--- config.mk ---
export PLATFORM = sky130hd
export DESIGN_NAME = unsorted_priority_queue_core_flat
export DESIGN_NICKNAME = d
export VERILOG_FILES = /design/src/design/upq_pkg.sv /design/src/design/upq_req_if.sv /design/src/design/upq_rsp_if.sv /design/src/design/unsorted_priority_queue_core.sv /design/src/flat_wrapper.sv
export VERILOG_INCLUDE_DIRS = /design/src /design/src/design
export SDC_FILE = /design/constraint.sdc
export NUM_CORES = 2
export LEC_CHECK = 0
export BUFFER_PORTS_ARGS = -buffer_cell sky130_fd_sc_hd__buf_2
export CORE_MARGIN = 2
export CORE_UTILIZATION = 30
export CTS_BUF_LIST = sky130_fd_sc_hd__clkbuf_4
export DETAILED_ROUTE_END_ITERATION = 16
export GPL_ROUTABILITY_DRIVEN = 0
export PLACE_DENSITY = 0.52
export SLEW_MARGIN = 5
export SYNTH_ARGS = -nofsm -noshare
export SYNTH_HDL_FRONTEND = slang
export SYNTH_SLANG_ARGS = --single-unit
--- constraint.sdc ---
create_clock -name clock -period 7.61 [get_ports clock]
set_input_delay 0.761 -clock clock [delete_from_list [all_inputs] [get_ports clock]]
set_output_delay 0.761 -clock clock [all_outputs]
set_load 0.03 [all_outputs]
--- src/design/unsorted_priority_queue_core_assert.svh ---
// Assertion macros shared by the priority queue RTL.
`ifndef UNSORTED_PRIORITY_QUEUE_CORE_ASSERT_SVH
`define UNSORTED_PRIORITY_QUEUE_CORE_ASSERT_SVH

// Same-cycle implication, disabled during reset.
`define UPQ_ASSERT_NOW(lbl, ante, cons, msg) \
   lbl: assert property (@(posedge clock) disable iff (reset) (ante) |-> (cons)) \
      else $error(msg);

// Next-cycle implication, disabled during reset.
`define UPQ_ASSERT_NEXT(lbl, ante, cons, msg) \
   lbl: assert property (@(posedge clock) disable iff (reset) (ante) |=> (cons)) \
      else $error(msg);

`endif

--- src/design/upq_pkg.sv ---
// Package: sizes, entry type, codes and sequencer states of the priority queue.
`default_nettype none

package upq_pkg;

   localparam int CAPACITY = 64;
   localparam int IDX_W    = $clog2(CAPACITY);
   localparam int CNT_W    = $clog2(CAPACITY + 1);

   localparam int VALUE_W  = 32;
   localparam int PRIO_W   = 16;
   localparam int STATUS_W = 2;
   localparam int OCC_W    = 7;

   // opcodes
   localparam logic OP_PUSH = 1'b0;
   localparam logic OP_POP  = 1'b1;

   // result status codes
   localparam logic [STATUS_W-1:0] STATUS_OK    = 2'd0;
   localparam logic [STATUS_W-1:0] STATUS_EMPTY = 2'd1;
   localparam logic [STATUS_W-1:0] STATUS_FULL  = 2'd2;

   typedef struct packed {
      logic signed [PRIO_W-1:0]  prio;
      logic signed [VALUE_W-1:0] value;
   } upq_entry_type;

   typedef enum logic [2:0] {
      ST_IDLE,
      ST_PUSH,
      ST_SCAN,
      ST_SHIFT,
      ST_REPLY
   } upq_state_type;

endpackage

`default_nettype wire

--- src/design/upq_req_if.sv ---
// Request channel interface: opcode and entry to push.
`default_nettype none

interface upq_req_if
   import upq_pkg::*;
   ();
   logic                      valid;
   logic                      ready;
   logic                      opcode;
   logic signed [VALUE_W-1:0] item_value;
   logic signed [PRIO_W-1:0]  item_priority;

   modport source (output valid, output opcode, output item_value,
                   output item_priority, input ready);
   modport sink   (input valid, input opcode, input item_value,
                   input item_priority, output ready);
endinterface

`default_nettype wire

--- src/design/upq_rsp_if.sv ---
// Response channel interface: removed entry, status and occupancy.
`default_nettype none

interface upq_rsp_if
   import upq_pkg::*;
   ();
   logic                      valid;
   logic                      ready;
   logic signed [VALUE_W-1:0] out_value;
   logic signed [PRIO_W-1:0]  out_priority;
   logic [STATUS_W-1:0]       status;
   logic [OCC_W-1:0]          occupancy;

   modport source (output valid, output out_value, output out_priority,
                   output status, output occupancy, input ready);
   modport sink   (input valid, input out_value, input out_priority,
                   input status, input occupancy, output ready);
endinterface

`default_nettype wire

--- src/design/unsorted_priority_queue_core.sv ---
// Top level: unsorted-array priority queue with a scan sequencer over a one-read, one-write store.
//
//   channel  | dir | handshake    | payload
//   ---------+-----+--------------+---------------------------------------------
//   req_ch   | in  | valid/ready  | opcode, item_value, item_priority
//   rsp_ch   | out | valid/ready  | out_value, out_priority, status, occupancy
//
// A push goes through the push and reply steps. A pop of a queue holding
// N entries scans every entry with one memory read per cycle, then closes the
// gap behind the winner at index best with one read/write per cycle. The
// sequencer works on one request at a time.
// Reset clears the entry count and control state; the store needs no clearing pass.
// The result sits in an output register; a new transaction is accepted while
// it waits, and that transaction stalls in its reply step until the slot frees.
`default_nettype none

`include "unsorted_priority_queue_core_assert.svh"

module unsorted_priority_queue_core
   import upq_pkg::*;
   (
   input  wire        clock,
   input  wire        reset,
   upq_req_if.sink    req_ch,
   upq_rsp_if.source  rsp_ch
   );

   // entry store
   upq_entry_type mem [CAPACITY];

   upq_state_type       state_ff, state_in;
   logic [CNT_W-1:0]    count_ff, count_in;
   logic                op_ff, op_in;
   upq_entry_type       item_ff, item_in;
   logic [CNT_W-1:0]    idx_ff, idx_in;
   logic                rd_pend_ff, rd_pend_in;
   logic [IDX_W-1:0]    rd_idx_ff, rd_idx_in;
   logic [IDX_W-1:0]    best_idx_ff, best_idx_in;
   upq_entry_type       best_ff, best_in;
   logic                have_best_ff, have_best_in;
   upq_entry_type       res_entry_ff, res_entry_in;
   logic [STATUS_W-1:0] res_status_ff, res_status_in;
   logic                rsp_valid_ff, rsp_valid_in;
   upq_entry_type       rsp_entry_ff;
   logic [STATUS_W-1:0] rsp_status_ff;
   logic [OCC_W-1:0]    rsp_occ_ff;
   upq_entry_type       rd_data_ff;

   logic                accept;
   logic                rsp_free;
   logic                issue_ok;
   logic                drain_done;
   logic                rd_en;
   logic [IDX_W-1:0]    rd_addr;
   logic                wr_en;
   logic [IDX_W-1:0]    wr_addr;
   upq_entry_type       wr_data;
   logic                rsp_load;

   assign req_ch.ready = (state_ff == ST_IDLE);
   assign accept       = req_ch.valid && req_ch.ready;
   assign rsp_free     = !rsp_valid_ff || rsp_ch.ready;
   assign issue_ok     = (idx_ff < count_ff);
   assign drain_done   = !issue_ok && !rd_pend_ff;

   assign rsp_ch.valid        = rsp_valid_ff;
   assign rsp_ch.out_value    = rsp_entry_ff.value;
   assign rsp_ch.out_priority = rsp_entry_ff.prio;
   assign rsp_ch.status       = rsp_status_ff;
   assign rsp_ch.occupancy    = rsp_occ_ff;

   // next state
   always_comb begin
      state_in = state_ff;
      case (state_ff)
         ST_IDLE: begin
            if (accept) begin
               state_in = (req_ch.opcode == OP_POP) ? ST_SCAN : ST_PUSH;
            end
         end
         ST_PUSH: begin
            state_in = ST_REPLY;
         end
         ST_SCAN: begin
            if (count_ff == '0) begin
               state_in = ST_REPLY;
            end else if (drain_done) begin
               state_in = ST_SHIFT;
            end
         end
         ST_SHIFT: begin
            if (drain_done) begin
               state_in = ST_REPLY;
            end
         end
         ST_REPLY: begin
            if (rsp_free) begin
               state_in = ST_IDLE;
            end
         end
         default: begin
            state_in = ST_IDLE;
         end
      endcase
   end

   // datapath control and the shared compare
   always_comb begin
      count_in      = count_ff;
      op_in         = op_ff;
      item_in       = item_ff;
      idx_in        = idx_ff;
      rd_pend_in    = 1'b0;
      rd_idx_in     = rd_idx_ff;
      best_idx_in   = best_idx_ff;
      best_in       = best_ff;
      have_best_in  = have_best_ff;
      res_entry_in  = res_entry_ff;
      res_status_in = res_status_ff;
      rd_en         = 1'b0;
      rd_addr       = idx_ff[IDX_W-1:0];
      wr_en         = 1'b0;
      wr_addr       = count_ff[IDX_W-1:0];
      wr_data       = item_ff;
      rsp_load      = 1'b0;
      case (state_ff)
         ST_IDLE: begin
            if (accept) begin
               op_in         = req_ch.opcode;
               item_in.value = req_ch.item_value;
               item_in.prio  = req_ch.item_priority;
               res_entry_in  = '0;
               res_status_in = STATUS_OK;
               idx_in        = '0;
               have_best_in  = 1'b0;
            end
         end
         ST_PUSH: begin
            if (count_ff < CNT_W'(CAPACITY)) begin
               wr_en    = 1'b1;
               count_in = count_ff + CNT_W'(1);
            end else begin
               res_status_in = STATUS_FULL;
            end
         end
         ST_SCAN: begin
            if (count_ff == '0) begin
               res_status_in = STATUS_EMPTY;
            end else begin
               // issue next read
               rd_pend_in = issue_ok;
               if (issue_ok) begin
                  rd_en     = 1'b1;
                  rd_idx_in = idx_ff[IDX_W-1:0];
                  idx_in    = idx_ff + CNT_W'(1);
               end
               // ties go to the later entry
               if (rd_pend_ff && (!have_best_ff ||
                   ($signed(rd_data_ff.prio) >= $signed(best_ff.prio)))) begin
                  best_in      = rd_data_ff;
                  best_idx_in  = rd_idx_ff;
                  have_best_in = 1'b1;
               end
               if (drain_done) begin
                  idx_in       = CNT_W'(best_idx_ff) + CNT_W'(1);
                  res_entry_in = best_ff;
               end
            end
         end
         ST_SHIFT: begin
            // read entry i+1, write it to i in the next cycle
            rd_pend_in = issue_ok;
            if (issue_ok) begin
               rd_en     = 1'b1;
               rd_idx_in = idx_ff[IDX_W-1:0];
               idx_in    = idx_ff + CNT_W'(1);
            end
            if (rd_pend_ff) begin
               wr_en   = 1'b1;
               wr_addr = rd_idx_ff - IDX_W'(1);
               wr_data = rd_data_ff;
            end
            if (drain_done) begin
               count_in = count_ff - CNT_W'(1);
            end
         end
         ST_REPLY: begin
            rsp_load = rsp_free;
         end
         default: begin
         end
      endcase
   end

   // output valid
   always_comb begin
      if (rsp_load) begin
         rsp_valid_in = 1'b1;
      end else if (rsp_ch.ready) begin
         rsp_valid_in = 1'b0;
      end else begin
         rsp_valid_in = rsp_valid_ff;
      end
   end

   // control registers
   always_ff @(posedge clock) begin
      if (reset) begin
         state_ff     <= ST_IDLE;
         count_ff     <= '0;
         rd_pend_ff   <= 1'b0;
         have_best_ff <= 1'b0;
         rsp_valid_ff <= 1'b0;
      end else begin
         state_ff     <= state_in;
         count_ff     <= count_in;
         rd_pend_ff   <= rd_pend_in;
         have_best_ff <= have_best_in;
         rsp_valid_ff <= rsp_valid_in;
      end
   end

   // payload registers
   always_ff @(posedge clock) begin
      op_ff         <= op_in;
      item_ff       <= item_in;
      idx_ff        <= idx_in;
      rd_idx_ff     <= rd_idx_in;
      best_idx_ff   <= best_idx_in;
      best_ff       <= best_in;
      res_entry_ff  <= res_entry_in;
      res_status_ff <= res_status_in;
      if (rsp_load) begin
         rsp_entry_ff  <= res_entry_ff;
         rsp_status_ff <= res_status_ff;
         rsp_occ_ff    <= OCC_W'(count_ff);
      end
   end

   // store: one write and one registered read per cycle
   always_ff @(posedge clock) begin
      if (wr_en) begin
         mem[wr_addr] <= wr_data;
      end
      if (rd_en) begin
         rd_data_ff <= mem[rd_addr];
      end
   end

   `UPQ_ASSERT_NOW(a_count_cap, 1'b1, count_ff <= CNT_W'(CAPACITY), "entry count above capacity")
   `UPQ_ASSERT_NOW(a_scan_no_write, state_ff == ST_SCAN, !wr_en, "store written during scan")
   `UPQ_ASSERT_NEXT(a_pop_shrinks, (state_ff == ST_SHIFT) && drain_done, count_ff == $past(count_ff) - CNT_W'(1), "pop did not remove an entry")
   `UPQ_ASSERT_NOW(a_full_status, (state_ff == ST_REPLY) && (res_status_ff == STATUS_FULL), count_ff == CNT_W'(CAPACITY), "full status with free room")
   `UPQ_ASSERT_NOW(a_push_op, state_ff == ST_PUSH, op_ff == OP_PUSH, "push step entered for a pop")

endmodule

`default_nettype wire
--- src/flat_wrapper.sv ---
// flat-port wrapper written by rule: the top's interface ports become plain ports
module unsorted_priority_queue_core_flat import upq_pkg::*;
  (clock, reset, req_ch_valid, req_ch_opcode, req_ch_item_value, req_ch_item_priority, req_ch_ready, rsp_ch_valid, rsp_ch_out_value, rsp_ch_out_priority, rsp_ch_status, rsp_ch_occupancy, rsp_ch_ready);
  upq_req_if req_ch_i ();
  upq_rsp_if rsp_ch_i ();
  input  wire clock;
  input  wire reset;
  input wire logic [$bits(req_ch_i.valid)-1:0] req_ch_valid;
  input wire logic [$bits(req_ch_i.opcode)-1:0] req_ch_opcode;
  input wire logic [$bits(req_ch_i.item_value)-1:0] req_ch_item_value;
  input wire logic [$bits(req_ch_i.item_priority)-1:0] req_ch_item_priority;
  output wire logic [$bits(req_ch_i.ready)-1:0] req_ch_ready;
  output wire logic [$bits(rsp_ch_i.valid)-1:0] rsp_ch_valid;
  output wire logic [$bits(rsp_ch_i.out_value)-1:0] rsp_ch_out_value;
  output wire logic [$bits(rsp_ch_i.out_priority)-1:0] rsp_ch_out_priority;
  output wire logic [$bits(rsp_ch_i.status)-1:0] rsp_ch_status;
  output wire logic [$bits(rsp_ch_i.occupancy)-1:0] rsp_ch_occupancy;
  input wire logic [$bits(rsp_ch_i.ready)-1:0] rsp_ch_ready;
  assign req_ch_i.valid = req_ch_valid;
  assign req_ch_i.opcode = req_ch_opcode;
  assign req_ch_i.item_value = req_ch_item_value;
  assign req_ch_i.item_priority = req_ch_item_priority;
  assign req_ch_ready = req_ch_i.ready;
  assign rsp_ch_valid = rsp_ch_i.valid;
  assign rsp_ch_out_value = rsp_ch_i.out_value;
  assign rsp_ch_out_priority = rsp_ch_i.out_priority;
  assign rsp_ch_status = rsp_ch_i.status;
  assign rsp_ch_occupancy = rsp_ch_i.occupancy;
  assign rsp_ch_i.ready = rsp_ch_ready;
  unsorted_priority_queue_core u_core (.clock(clock), .reset(reset), .req_ch(req_ch_i), .rsp_ch(rsp_ch_i));
endmodule
==> results.md <==
- Status: finished clean
- Num rows: 239
- Met2 Use GR: 0.261
- Maxcap violations: 0
- Syn_nets: 5268
- Die ar.: 430000 um^2
- Met1 global-route usage: 0.231
- Fin nets: 6267
- Worst skew pair latency: 1640 ps
- Setup Fix Bufs, Post-CTS: 0
- Cell with the most instances after synthesis: edfxtp_1
- CP arrival: 6300 ps
- Post-DP Area: 136000 um^2
- Place WS: 2590 ps
- Ys Warns: 0
- Post-synthesis async set-or-reset flop share: 0
- Netlist cell types: 48
- Share of cells above drive strength 1: 0.395
- Area contributors post-synth: edfxtp_1 (79%), mux4_2 (17%), mux2_2 (0.50%)
- CTS tree: yes
- Routed length per instance: 29.3 um
- Final min period: 5180 ps
- Leakage: 46.0 nW
- Crit path max fanout: 37
- Fmax: 193 MHz
- Top-area cell type share of the netlist area: 0.788
- Syn-to-layout area delta: 16.0%
- Critical Path RT: 8740 ps
- FF+latch count, synth: 3355
- CP Class: flop to flop
- Reg clk slew, reported paths: 70 ps
- Total global-route track usage: 0.166
- Slew margin rel.: 0.126
- PD cells: 288 nW/um^2
- Syn_area_per_cell: 24.6 um^2
- Port-buffer cells: 111
- # H-tree levels: 6
- Final instance area: 148000 um^2
- Worst Max-Slew Pin Slew: 1310 ps
- Fin crit share: 0.680
- Final std cells w/o fill: 12500
- Vias/cell: 5.03
- Seq/Total Area, Yosys: 0.790
- Main synth FF type: edfxtp_1
- Critical path launch point type: flop
- Final ANT Viol Nets: 0
- Die Y: 656 um
- Starting Density: 0.301
- Core Footprint: 423000 um^2
- Largest net degree at the start of global routing: 126
- Met3 Use GR: 0.0383
- Via count: 62700
- GR peak layer: met2
- Min-delay worst type: input port to flop
- Die X: 656 um
- Post-synth top area cell: edfxtp_1
- DP Wirelength: 201 mm
- # setup viols final: 0
- CP endpoint kind: flop
- Placed insts: 10900
- Synthesized area: 127000 um^2
- Total iterations of the first detailed-routing run: 6
- Sink Count: 3355
- Routed WL: 366 mm
- EDFF count, synth: 3342
- Grt ovf: 0
- Fin. Hold Viols: 0
- Setup tns final: 0 ps
- Clock Skews: 163 ps
- First-pass GRT wire length: 506 mm
- Ports: 112
- Post-synth top cells: edfxtp_1 (3342), mux4_2 (948), clkbuf_1 (116)
- Worst vdd ir: 0.157 mV
- Drt initial violations: 7449
- RSZ-0062 raised after global routing: false
- Filler cell count in the final layout: 39400
- Final Slew Violations: 0
- CTS buffer count: 844
- Post-Syn Instances: 5184
- Initial antenna violation count: 39
- Clock Path Buffers: 4
- Clock root cell: clkbuf_4
- Vias in the first global route: 64400
- Worst setup margin: 2430 ps
- Drc violations: 0
==> registers in the layout, summed over array words and instances, names as in the netlist, 3 cells and up <==
name	count
u_core.best_idx_ff	6
u_core.count_ff	7
u_core.rsp_ch.out_value	32
u_core.item_ff	48
u_core.idx_ff	7
u_core.rd_idx_ff	6
u_core.state_ff	3
u_core.rsp_ch.occupancy	7
u_core.res_entry_ff	48
u_core.mem	3072
u_core.rsp_ch.out_priority	16
u_core.rd_data_ff	48
u_core.best_ff	48
==> critical path, stage by stage, from the launching register on <==
cell and delay (ps):
dfxtp_1 570, nand3b_1 280, inv_1 230, nand2_4 530, nor2_1 140, a21oi_1 360, nand3_1 740, nor2_4 1200
buf_4 600
==> timing repair <==
action / in CTS / in global routing
resized for setup: 0 / 0
endpoints found under the hold margin: 114 / 0
hold buffers: 103 / 0
==> path summary, 6_finish.rpt <==
| kind | startpoint | to | slack (ps) | depth (start not counted) |
|---|---|---|---|---|
| min | req_ch_item_value[31] | u_core.item_ff[31]$_DFFE_PP_ | 160 | 2 |
| max reg2reg | u_core.state_ff[2]$_SDFFE_PP0P_ | u_core.mem[32][16]$_DFFE_PP_ | 2430 | 8 |
| max | u_core.state_ff[2]$_SDFFE_PP0P_ | u_core.mem[32][16]$_DFFE_PP_ | 2430 | 8 |
| min reg2reg | u_core.rd_data_ff[6]$_DFFE_PP_ | u_core.best_ff[6]$_DFFE_PP_ | 400 | 0 |
==> layout make-up <==
class | count | area, um^2 | share of cell area
clock buffers | 1217 | 9140 | 0.0618
flip-flops and latches | 3355 | 101000 | 0.681
well taps | 5663 | 7090 | 0.0480
multi-input cells | 1543 | 25900 | 0.175
diodes | 11 | 27.5 | 0.000186
clock inverters | 241 | 1370 | 0.00930
inverters | 31 | 119 | 0.000804
repair buffers | 408 | 3480 | 0.0236
==> per-stage QoR <==
stage,utilization,power (mW),hold WS (ps)
after global routing,0.349,44.2,88.9
final,0.349,42.5,156
after detailed placement,0.322,28.0,405
after CTS,0.349,43.0,22.8
after floorplan,-,25.6,400
after global placement,0.322,27.9,401
==> placed cells by master (no fill, tap or decap), types with 35 or more instances in the layout <==
master,count
mux2i_1,35
dlygate4sd3_1,103
mux4_2,948
edfxtp_1,3342
a22oi_1,76
buf_4,159
clkinv_1,159
nor2_4,67
clkbuf_4,1217
mux2_2,53
and2_1,50
buf_12,35
nand2_1,85
buf_2,111
==> power breakdown <==
part           internal, mW  switching [mW]
Combinational          2.51            3.85
Sequential             21.1           0.138
Clock                  7.61            7.30
Total                  31.2            11.3
==> layer usage <==
| metal | part of all wire | vias up |
|---|---|---|
| li1 | - | 25000 |
| met1 | 0.42 | 34200 |
| met2 | 0.47 | 2986 |
| met3 | 0.085 | 486 |
| met4 | 0.023 | 18 |
| met5 | 0.00035 | - |
==> cell families (layout without fill, tap and decap cells) <==
group           after synthesis  count (layout)  share of synthesized area
flops                      3355            3355                      0.790
mux                        1040            1040                      0.175
simple gates                286             286                     0.0104
buf+inv                     286            1897                     0.0108
compound gates              167             167                    0.00888
fa+ha+maj                    31              31                    0.00310
xor+xnor                     19              19                    0.00131
other cells                   0              11                          0
Note: power is estimated with default switching activity, not from simulation.
